==> src/rtl/size_class_block_allocator_defines.svh <==
// Assertion macros shared by the size-class block allocator RTL.
// Needs a clock named clk and a reset named rst in the including scope.
`ifndef SIZE_CLASS_BLOCK_ALLOCATOR_DEFINES_SVH
`define SIZE_CLASS_BLOCK_ALLOCATOR_DEFINES_SVH

// The consequent must hold in the same cycle as the antecedent.
`define SCBA_ASSERT_NOW(label, ante, cons) \
  label: assert property (@(posedge clk) disable iff (rst) (ante) |-> (cons)) \
    else $error("size class allocator: same-cycle check failed");

// The consequent must hold in the cycle after the antecedent.
`define SCBA_ASSERT_NEXT(label, ante, cons) \
  label: assert property (@(posedge clk) disable iff (rst) (ante) |=> (cons)) \
    else $error("size class allocator: next-cycle check failed");

`endif

==> src/rtl/scba_pkg.sv <==
// Shared constants, types and size-class tables of the size-class block allocator.
// Used by the controller, the datapath and the top level; depends on nothing.
package scba_pkg;

  // Pool and chunk configuration.
  localparam int CHUNK_BYTES     = 16384;
  localparam int MAX_CHUNKS      = 64;
  localparam int MAX_BLOCK_BYTES = 4096;
  localparam int NUM_CLASSES     = 16;

  // Field and storage widths.
  localparam int ADDR_W      = 20;
  localparam int SIZE_W      = 16;
  localparam int STATUS_W    = 3;
  localparam int LINK_W      = ADDR_W + 1;
  localparam int LINK_AW     = ADDR_W - 4;
  localparam int CLASS_W     = 4;
  localparam int BS_W        = 13;
  localparam int CHUNKS_W    = $clog2(MAX_CHUNKS + 1);
  localparam int CNT_W       = $clog2(CHUNK_BYTES / 16 + 1);
  localparam int IN_TDATA_W  = 40;
  localparam int OUT_TDATA_W = 24;

  // Result status codes.
  localparam logic [STATUS_W-1:0] STATUS_ALLOC     = 3'd0;
  localparam logic [STATUS_W-1:0] STATUS_RELEASED  = 3'd1;
  localparam logic [STATUS_W-1:0] STATUS_NULL      = 3'd2;
  localparam logic [STATUS_W-1:0] STATUS_TOO_LARGE = 3'd3;
  localparam logic [STATUS_W-1:0] STATUS_EXHAUSTED = 3'd4;
  localparam logic [STATUS_W-1:0] STATUS_IGNORED   = 3'd5;

  // Command codes on the input channel.
  localparam logic CMD_ALLOC = 1'b0;
  localparam logic CMD_FREE  = 1'b1;

  // Follow-up work that a decided item still needs.
  typedef enum logic [1:0] {
    ACT_NONE,
    ACT_PUSH,
    ACT_POP,
    ACT_CARVE
  } act_t;

  // Commands from the controller to the datapath.
  typedef struct packed {
    logic take;
    logic exec;
    logic pop_finish;
    logic carve_step;
  } ctrl_cmd_t;

  // Status from the datapath to the controller.
  typedef struct packed {
    act_t act;
    logic carve_last;
    logic pend_busy;
  } dp_stat_t;

  // Block size of each class in bytes.
  function automatic logic [BS_W-1:0] class_bytes(input logic [CLASS_W-1:0] c);
    logic [BS_W-1:0] b;
    case (c)
      4'd0:    b = 13'd16;
      4'd1:    b = 13'd32;
      4'd2:    b = 13'd64;
      4'd3:    b = 13'd96;
      4'd4:    b = 13'd128;
      4'd5:    b = 13'd160;
      4'd6:    b = 13'd192;
      4'd7:    b = 13'd224;
      4'd8:    b = 13'd256;
      4'd9:    b = 13'd320;
      4'd10:   b = 13'd384;
      4'd11:   b = 13'd448;
      4'd12:   b = 13'd512;
      4'd13:   b = 13'd1024;
      4'd14:   b = 13'd2048;
      default: b = 13'd4096;
    endcase
    return b;
  endfunction

  // Number of whole blocks of each class in one chunk.
  function automatic logic [CNT_W-1:0] blocks_of(input logic [CLASS_W-1:0] c);
    logic [CNT_W-1:0] n;
    case (c)
      4'd0:    n = CNT_W'(CHUNK_BYTES / 16);
      4'd1:    n = CNT_W'(CHUNK_BYTES / 32);
      4'd2:    n = CNT_W'(CHUNK_BYTES / 64);
      4'd3:    n = CNT_W'(CHUNK_BYTES / 96);
      4'd4:    n = CNT_W'(CHUNK_BYTES / 128);
      4'd5:    n = CNT_W'(CHUNK_BYTES / 160);
      4'd6:    n = CNT_W'(CHUNK_BYTES / 192);
      4'd7:    n = CNT_W'(CHUNK_BYTES / 224);
      4'd8:    n = CNT_W'(CHUNK_BYTES / 256);
      4'd9:    n = CNT_W'(CHUNK_BYTES / 320);
      4'd10:   n = CNT_W'(CHUNK_BYTES / 384);
      4'd11:   n = CNT_W'(CHUNK_BYTES / 448);
      4'd12:   n = CNT_W'(CHUNK_BYTES / 512);
      4'd13:   n = CNT_W'(CHUNK_BYTES / 1024);
      4'd14:   n = CNT_W'(CHUNK_BYTES / 2048);
      default: n = CNT_W'(CHUNK_BYTES / 4096);
    endcase
    return n;
  endfunction

  // Smallest class whose block size is not below the given size. The class
  // sizes rise monotonically, so the class is the number of sizes exceeded.
  function automatic logic [CLASS_W-1:0] class_of(input logic [SIZE_W-1:0] size);
    logic [NUM_CLASSES-2:0] gt;
    for (int c = 0; c < NUM_CLASSES - 1; c++) begin
      gt[c] = size > {3'b000, class_bytes(CLASS_W'(c))};
    end
    return CLASS_W'($countones(gt));
  endfunction

endpackage

==> src/rtl/scba_ctrl.sv <==
// Controller of the size-class block allocator: sequences accept, decision,
// list pop and chunk carving. Depends on scba_pkg.
module scba_ctrl (
  input  logic                clk,
  input  logic                rst,
  input  logic                s_tvalid,
  output logic                s_tready,
  input  scba_pkg::dp_stat_t  stat,
  output scba_pkg::ctrl_cmd_t cmd
);

  typedef enum logic [1:0] {
    ST_IDLE,
    ST_EXEC,
    ST_POP,
    ST_CARVE
  } state_t;

  state_t state;

  // An item is taken only when no result is parked in the skid register.
  assign s_tready = (state == ST_IDLE) && !stat.pend_busy;

  // Commands decode straight from the state.
  always_comb begin
    cmd            = '0;
    cmd.take       = s_tvalid && s_tready;
    cmd.exec       = (state == ST_EXEC);
    cmd.pop_finish = (state == ST_POP);
    cmd.carve_step = (state == ST_CARVE);
  end

  // State register.
  always_ff @(posedge clk) begin
    if (rst) begin
      state <= ST_IDLE;
    end else begin
      case (state)
        ST_IDLE: begin
          if (cmd.take) begin
            state <= ST_EXEC;
          end
        end
        ST_EXEC: begin
          case (stat.act)
            scba_pkg::ACT_POP:   state <= ST_POP;
            scba_pkg::ACT_CARVE: state <= ST_CARVE;
            default:             state <= ST_IDLE;
          endcase
        end
        ST_POP: begin
          state <= ST_IDLE;
        end
        ST_CARVE: begin
          if (stat.carve_last) begin
            state <= ST_IDLE;
          end
        end
        default: begin
          state <= ST_IDLE;
        end
      endcase
    end
  end

endmodule

==> config.mk <==
export PLATFORM = sky130hd
export DESIGN_NAME = scba_ctrl
export DESIGN_NICKNAME = d
export VERILOG_FILES = /design/src/rtl/size_class_block_allocator_defines.svh /design/src/rtl/scba_pkg.sv /design/src/rtl/scba_ctrl.sv
export SDC_FILE = /design/constraint.sdc
export NUM_CORES = 1
export LEC_CHECK = 0
export BUFFER_PORTS_ARGS = -buffer_cell sky130_fd_sc_hd__buf_2
export CAP_MARGIN = 20
export CORE_AREA = 2 2 39 41
export DETAILED_ROUTE_END_ITERATION = 8
export DIE_AREA = 0 0 41 43
export GPL_TIMING_DRIVEN = 0
export PLACE_DENSITY = 0.37
export SLEW_MARGIN = 20
export SYNTH_ARGS = -nofsm -noshare
export SYNTH_HDL_FRONTEND = slang
export SYNTH_SLANG_ARGS = --single-unit
==> constraint.sdc <==
create_clock -name clk -period 2.45 [get_ports clk]
set_clock_uncertainty 0.15 [all_clocks]
set_input_delay 0.1225 -clock clk [delete_from_list [all_inputs] [get_ports clk]]
set_output_delay 0.1225 -clock clk [all_outputs]
set_load 0.01 [all_outputs]
==> results.rst, run 1 <==
.. list-table::
   :header-rows: 1

   * - Metric
     - Value
   * - Post-placement worst setup slack
     - ~1.1 ns
   * - Die span in x
     - ~41 um
   * - Worst hold-check path type
     - in2reg
   * - WS Path Type
     - reg2out
   * - Cell Count, Final, Fillers Out
     - 46
   * - Largest register FFs
     - 2
   * - Clock transition at the register clock pins on the worst setup and hold paths after CTS
     - 0.03 ns
   * - Standard-cell rows
     - 14
   * - Relative slew margins
     - 76.8%
   * - Count of inserted antenna diode cells
     - 0
   * - Fmax
     - 0.622 GHz
   * - Cell Area, Placed
     - 193 um^2
   * - Area inside the core boundary
     - 1380 um^2
   * - RSZ-0062 raised after global routing
     - false
   * - Vias in the first global route
     - 150
   * - 1st-iter DRT viols
     - 4
   * - Top register by number of flip-flops
     - state
   * - Final routed DRC violation total
     - 0
   * - PnR worst setup slack
     - 0.843 ns
   * - Power per unit of standard cell area
     - around 540 nW/um^2
   * - Synth warn
     - 0
   * - Net Count, Synth
     - 21
   * - Starting Density
     - 8.50%
   * - Total of flip-flops plus latches after synthesis
     - 2
   * - IO Pins
     - 12
   * - Largest net degree at the start of global routing
     - 10
   * - Fin. Hold Viols
     - 0
   * - Data required time of the critical path
     - 2.18 ns
   * - Worst Setup Start Kind
     - flip-flop
   * - Worst Setup End Kind
     - primary output
   * - Most area-hungry cell type in the Yosys netlist
     - sky130_fd_sc_hd__dfxtp_1
   * - Synthesized area
     - 118 um^2
   * - Hpwl dp
     - 280 um
   * - Total die area
     - 1760 um^2
   * - Post-synthesis sequential area ratio
     - 34.0%
   * - Total number of clock tree sinks
     - 2
   * - I/O Buffers
     - 11
   * - Distinct cell type count after synthesis
     - 11
   * - Final Slew Violations
     - 0
   * - All-layer global routing usage
     - 6.01%
   * - Run status
     - completed
   * - Highest net fanout along the worst path
     - 9
   * - Most numerous cell types in the synthesized netlist
     - sky130_fd_sc_hd__dfxtp_1 (2), sky130_fd_sc_hd__inv_1 (2), sky130_fd_sc_hd__nor2_1 (2)
   * - Clock tree from TritonCTS
     - built
   * - Top cell type's share of synthesized area
     - 34.0%
   * - Chip height
     - between 40 and 50 um
   * - Global route overflow
     - 0
   * - Leakage power summed over all cells
     - 0.120 nW
   * - Number of search-and-repair iterations in the first detailed-routing pass
     - 2
   * - Period minus WS final
     - 1.61 ns
   * - Final core area utilization
     - 17.0%
   * - H-tree level count
     - 1
   * - Gate Count Post-Synth
     - 14
   * - Fraction of the cycle the final worst path needs
     - about two thirds
   * - Fill cell count
     - 157
   * - Routed vias
     - 148
   * - Setup TNS after final layout
     - 0 ns
   * - Clk_lat worst skew
     - 0.22 ns
   * - Number of nets with antenna violations after routing
     - 0
   * - Number of flops mapped to enable cells by yosys
     - 0
   * - Final hold slack
     - around 0.045 ns
   * - Worst vdd rail ir drop
     - 127 uV
   * - Synthesis-to-layout area growth
     - 100%
   * - Wire length of the first global-routing pass
     - 579 um
   * - Total Power
     - 126 uW
   * - Setup repair bufs after CTS
     - 0
   * - Sum of routed wire length over all layers
     - between 300 and 400 um
   * - Post-synth ARST share
     - 0%
   * - Count of endpoints failing setup in the final report
     - 0
   * - DP Cell Count
     - 41
   * - Antenna violations before repair
     - 0
   * - Net count, final
     - 39
   * - Vias/cell
     - 3.22
   * - Fraction of layout instances using a drive strength above 1
     - around 53%
   * - Max-cap check violation count
     - 0
   * - Avg Inst Size Synth
     - around 8.4 um^2
   * - CTS max path bufs
     - 2
   * - Final routed wire length divided by cell count
     - 8.02 um
   * - CTS Root Buffer Type
     - sky130_fd_sc_hd__clkbuf_4
   * - Final design instance area without fill
     - 235 um^2
   * - Number of clock buffers inserted by TritonCTS
     - 3
   * - Final weighted congestion in routability-driven placement
     - 0.673
   * - Tightest Pin Transition
     - about 0.34 ns
   * - Dominant synthesized flop cell
     - sky130_fd_sc_hd__dfxtp_1
   * - Top cells by area in the synthesized netlist
     - sky130_fd_sc_hd__dfxtp_1 (34%), sky130_fd_sc_hd__or4b_1 (8.5%), sky130_fd_sc_hd__a2111oi_0 (7.4%)
   * - Worst endpoint data arrival time
     - around 1.3 ns
   * - Largest registers ranked by flip-flop count
     - state x2
cell usage in the layout (no fill, tap or decap):
cell,count
sky130_fd_sc_hd__and2b_2,1
sky130_fd_sc_hd__clkbuf_4,3
sky130_fd_sc_hd__buf_2,11
sky130_fd_sc_hd__nand3b_1,1
sky130_fd_sc_hd__dlygate4sd3_1,2
sky130_fd_sc_hd__or4b_1,1
sky130_fd_sc_hd__a2111oi_0,1
sky130_fd_sc_hd__inv_1,2
sky130_fd_sc_hd__dfxtp_1,2
sky130_fd_sc_hd__nor2_1,2
sky130_fd_sc_hd__a31oi_1,1
sky130_fd_sc_hd__nor3_1,1
sky130_fd_sc_hd__and2_2,1
sky130_fd_sc_hd__nand4b_1,1
power by group:
group          leakage (nW)  total [mW]  switching [mW]  internal [mW]
clock                0.0138      0.0720          0.0180         0.0540
sequential           0.0163      0.0359         0.00182         0.0340
combinational        0.0898      0.0181         0.00749         0.0106
logic make-up (layout without fill, tap and decap cells):
kind of cell	Yosys count	count (layout)	synth area share, %
buf+inv	2	18	6.39
compound gates	2	2	12.8
simple gates	8	8	46.8
flops	2	2	34.0
area by class of cell:
class / count / area [um^2] / area share, %
clock buffer: 3 / 22.5 / 9.57
tap: 16 / 20.0 / 8.51
sequential: 2 / 40.0 / 17.0
timing repair buffer: 13 / 75.1 / 31.9
inverter: 2 / 7.51 / 3.19
multi-input combinational: 10 / 70.1 / 29.8
repair_timing:
| item | in CTS | in global routing |
|---|---|---|
| hold buffers | 2 | 0 |
| endpoints found under the hold margin | 2 | 0 |
| gates resized for setup | 0 | 0 |
worst max-delay path: stages, from the launching register on:
cell and delay (ns):
sky130_fd_sc_hd__dfxtp_1 0.36, sky130_fd_sc_hd__or4b_1 0.56, sky130_fd_sc_hd__inv_1 0.07, sky130_fd_sc_hd__buf_2 0.12
metal layers:
| layer | up-vias | routed length, um | GRT usage [%] |
|---|---|---|---|
| met3 | 0 | 53 | 6.28 |
| met4 | 0 | 0 | 8.00 |
| met5 | - | 0 | 0 |
| li1 | 84 | - | - |
| met2 | 12 | 117 | 4.38 |
| met1 | 52 | 198 | 7.03 |
worst paths after layout:
check / start / endpoint / slack (ns) / cells after the start
min reg2reg: state[0]$_SDFFE_PP0P_ / state[1]$_SDFFE_PP0P_ / 0.38 / 2
min: stat[3] / state[1]$_SDFFE_PP0P_ / 0.04 / 3
max: state[1]$_SDFFE_PP0P_ / cmd[3] / 0.84 / 3
max reg2reg: state[1]$_SDFFE_PP0P_ / state[0]$_SDFFE_PP0P_ / 1.16 / 2
Note: power is estimated with default switching activity, not from simulation.
==> inputs of run 2 (changes only) <==
Clock period 2.45 ns to 1.3 ns, I/O delays scaled along.
==> results.rst, run 2 (synthesis results as in run 1) <==
.. list-table::
   :header-rows: 1

   * - Metric
     - Value
   * - Busiest grt layer
     - met4
   * - Final routed DRC violation total
     - 0
   * - Routed vias
     - 171
   * - Largest registers ranked by flip-flop count
     - state x2
   * - Count of endpoints failing setup in the final report
     - 1
   * - Final design instance area without fill
     - 285 um^2
   * - Cell Area, Placed
     - ~190 um^2
   * - Chip height
     - between 40 and 50 um
   * - Largest net degree at the start of global routing
     - 9
   * - Leakage power summed over all cells
     - between 0.1 and 0.15 nW
   * - Fraction of the cycle the final worst path needs
     - 111%
   * - Run status
     - finished, violations left
   * - Hpwl dp
     - ~280 um
   * - All-layer global routing usage
     - 6.81%
   * - Top register by number of flip-flops
     - state
   * - Clock tree from TritonCTS
     - built
   * - Tightest Pin Transition
     - 0.332 ns
   * - Starting Density
     - roughly 8.5%
   * - H-tree level count
     - 1
   * - IO Pins
     - 12
   * - Die span in x
     - approximately 40 um
   * - Worst vdd rail ir drop
     - around 220 uV
   * - Area inside the core boundary
     - approximately 1400 um^2
   * - 1st-iter DRT viols
     - 3
   * - Final routed wire length divided by cell count
     - between 8 and 9 um
   * - WS Path Type
     - reg2out
   * - CTS max path bufs
     - 2
   * - Count of inserted antenna diode cells
     - 0
   * - Data required time of the critical path
     - 1.09 ns
   * - Violated checks
     - negative setup slack
   * - Total number of clock tree sinks
     - 2
   * - I/O Buffers
     - 11
   * - Leading cell type in the layout, fill and taps excluded
     - sky130_fd_sc_hd__buf_2
   * - Critical Path, Cell by Cell
     - or4b_4, inv_2, buf_6
   * - Highest net fanout along the worst path
     - 2
   * - Final Slew Violations
     - 0
   * - Worst hold-check path type
     - in2reg
   * - Synthesis-to-layout area growth
     - 143%
   * - Worst endpoint data arrival time
     - 1.23 ns
   * - Clock transition at the register clock pins on the worst setup and hold paths after CTS
     - 0.03 ns
   * - Fmax
     - about 0.7 GHz
   * - Fraction of layout instances using a drive strength above 1
     - 66.7%
   * - Clk_lat worst skew
     - 0.22 ns
   * - Delay of the slowest cell on the worst path
     - 0.52 ns
   * - Met3 demand-to-capacity share in global routing
     - 6.28%
   * - Number of search-and-repair iterations in the first detailed-routing pass
     - 4
   * - Area occupied by registers
     - 47.5 um^2
   * - Fill cell count
     - 150
   * - Worst Setup End Kind
     - primary output
   * - CTS Root Buffer Type
     - sky130_fd_sc_hd__clkbuf_4
   * - Global route overflow
     - 0
   * - Largest register FFs
     - 2
   * - Master of the slowest instance on the critical path
     - sky130_fd_sc_hd__or4b_4
   * - Vias in the first global route
     - 168
   * - Highest-count cells in the layout ignoring fill and taps
     - sky130_fd_sc_hd__buf_2 (10), sky130_fd_sc_hd__dlygate4sd3_1 (4), sky130_fd_sc_hd__clkbuf_4 (3), sky130_fd_sc_hd__nor2_1 (2), sky130_fd_sc_hd__dfxtp_4 (2)
   * - Max-cap check violation count
     - 0
   * - Met1 demand-to-capacity share in global routing
     - 7.67%
   * - Final core area utilization
     - 20.6%
   * - Power per unit of standard cell area
     - 863 nW/um^2
   * - Gate family responsible for the most delay along the worst path
     - simple AND/OR/NAND/NOR gates
   * - Antenna violations before repair
     - 0
   * - Worst Setup Start Kind
     - flip-flop
   * - Combined area of the multi-input logic cells
     - a little under 80 um^2
   * - Fin. Hold Viols
     - 0
   * - Total die area
     - 1760 um^2
   * - Number of nets with antenna violations after routing
     - 0
   * - Net count, final
     - 42
   * - Standard-cell rows
     - 14
   * - Final weighted congestion in routability-driven placement
     - 0.673
   * - Relative slew margins
     - 77.3%
   * - Wire length of the first global-routing pass
     - approximately 700 um
   * - Met2 GRT Util
     - 6.25%
   * - Vias/cell
     - 3.49
   * - Period minus WS final
     - 1.44 ns
   * - Sum of routed wire length over all layers
     - a little over 400 um
   * - RSZ-0062 raised after global routing
     - true
   * - Buf/Inv on CP
     - 2
   * - PnR worst setup slack
     - -0.145 ns
   * - Total Power
     - 246 uW
   * - Number of clock buffers inserted by TritonCTS
     - 3
[run 2: changes by cell type in the layout (fill, tap and decap cells not counted), sizes merged]
cell         change
dlygate4sd3      +2
buf              +1
[run 2: area by class of cell]
type | instances | share of cell area (%)
Tap cell | 16 | 7.02
Sequential cell | 2 | 16.7
Multi-Input combinational cell | 10 | 27.6
Inverter | 2 | 2.63
Clock buffer | 3 | 7.89
Timing Repair Buffer | 16 | 38.2
[run 2: final timing paths]
path	end	depth (start not counted)	from	slack, ns
max	cmd[3]	3	state[1]$_SDFFE_PP0P_	-0.14
min	state[0]$_SDFFE_PP0P_	3	stat[0]	0.03
max reg2reg	state[0]$_SDFFE_PP0P_	2	state[1]$_SDFFE_PP0P_	0.08
min reg2reg	state[1]$_SDFFE_PP0P_	2	state[0]$_SDFFE_PP0P_	0.36
[run 2: power breakdown]
group,leakage (nW),internal [mW],switching [mW],total (mW)
Combinational,0.107,0.0291,0.0173,0.0464
Sequential,0.0178,0.0617,0.00323,0.0649
Clock,0.0138,0.102,0.0332,0.135
Total,0.138,0.192,0.0538,0.246
[run 2: metrics by stage]
step | std cells | worst slack (ns) | setup TNS (ns) | hold WS (ns)
finish | 49 | -0.145 | -0.145 | 0.0274
detailed placement | 41 | -0.0194 | -0.0194 | 0.0961
floorplan | 14 | 0.0974 | 0 | -0.0156
global placement | 41 | -0.0403 | -0.0486 | 0.0985
global route | 49 | -0.192 | -0.192 | 0.0239
CTS | 49 | -0.159 | -0.159 | 0.00376
[run 2: worst reg2reg max path, cell delays in order (launching register included)]
cell                      delay (ns)
sky130_fd_sc_hd__dfxtp_4        0.33
sky130_fd_sc_hd__or4b_4         0.52
sky130_fd_sc_hd__a31oi_1        0.14
[run 2: per-layer routing]
layer	part of all wire (%)	up-vias	wire length [um]
li1	-	91	-
met1	51	68	211
met2	35	12	144
met3	14	0	60
met4	0	0	0
met5	0	-	0
[run 2: timing repair]
item / CTS / global route
pin swaps: 1 / 0
resized for setup: 7 / 1
hold buffers: 4 / 0
setup endpoints to repair: 2 / 2
buffers inserted: 1 / 0
endpoints found under the hold margin: 2 / 0
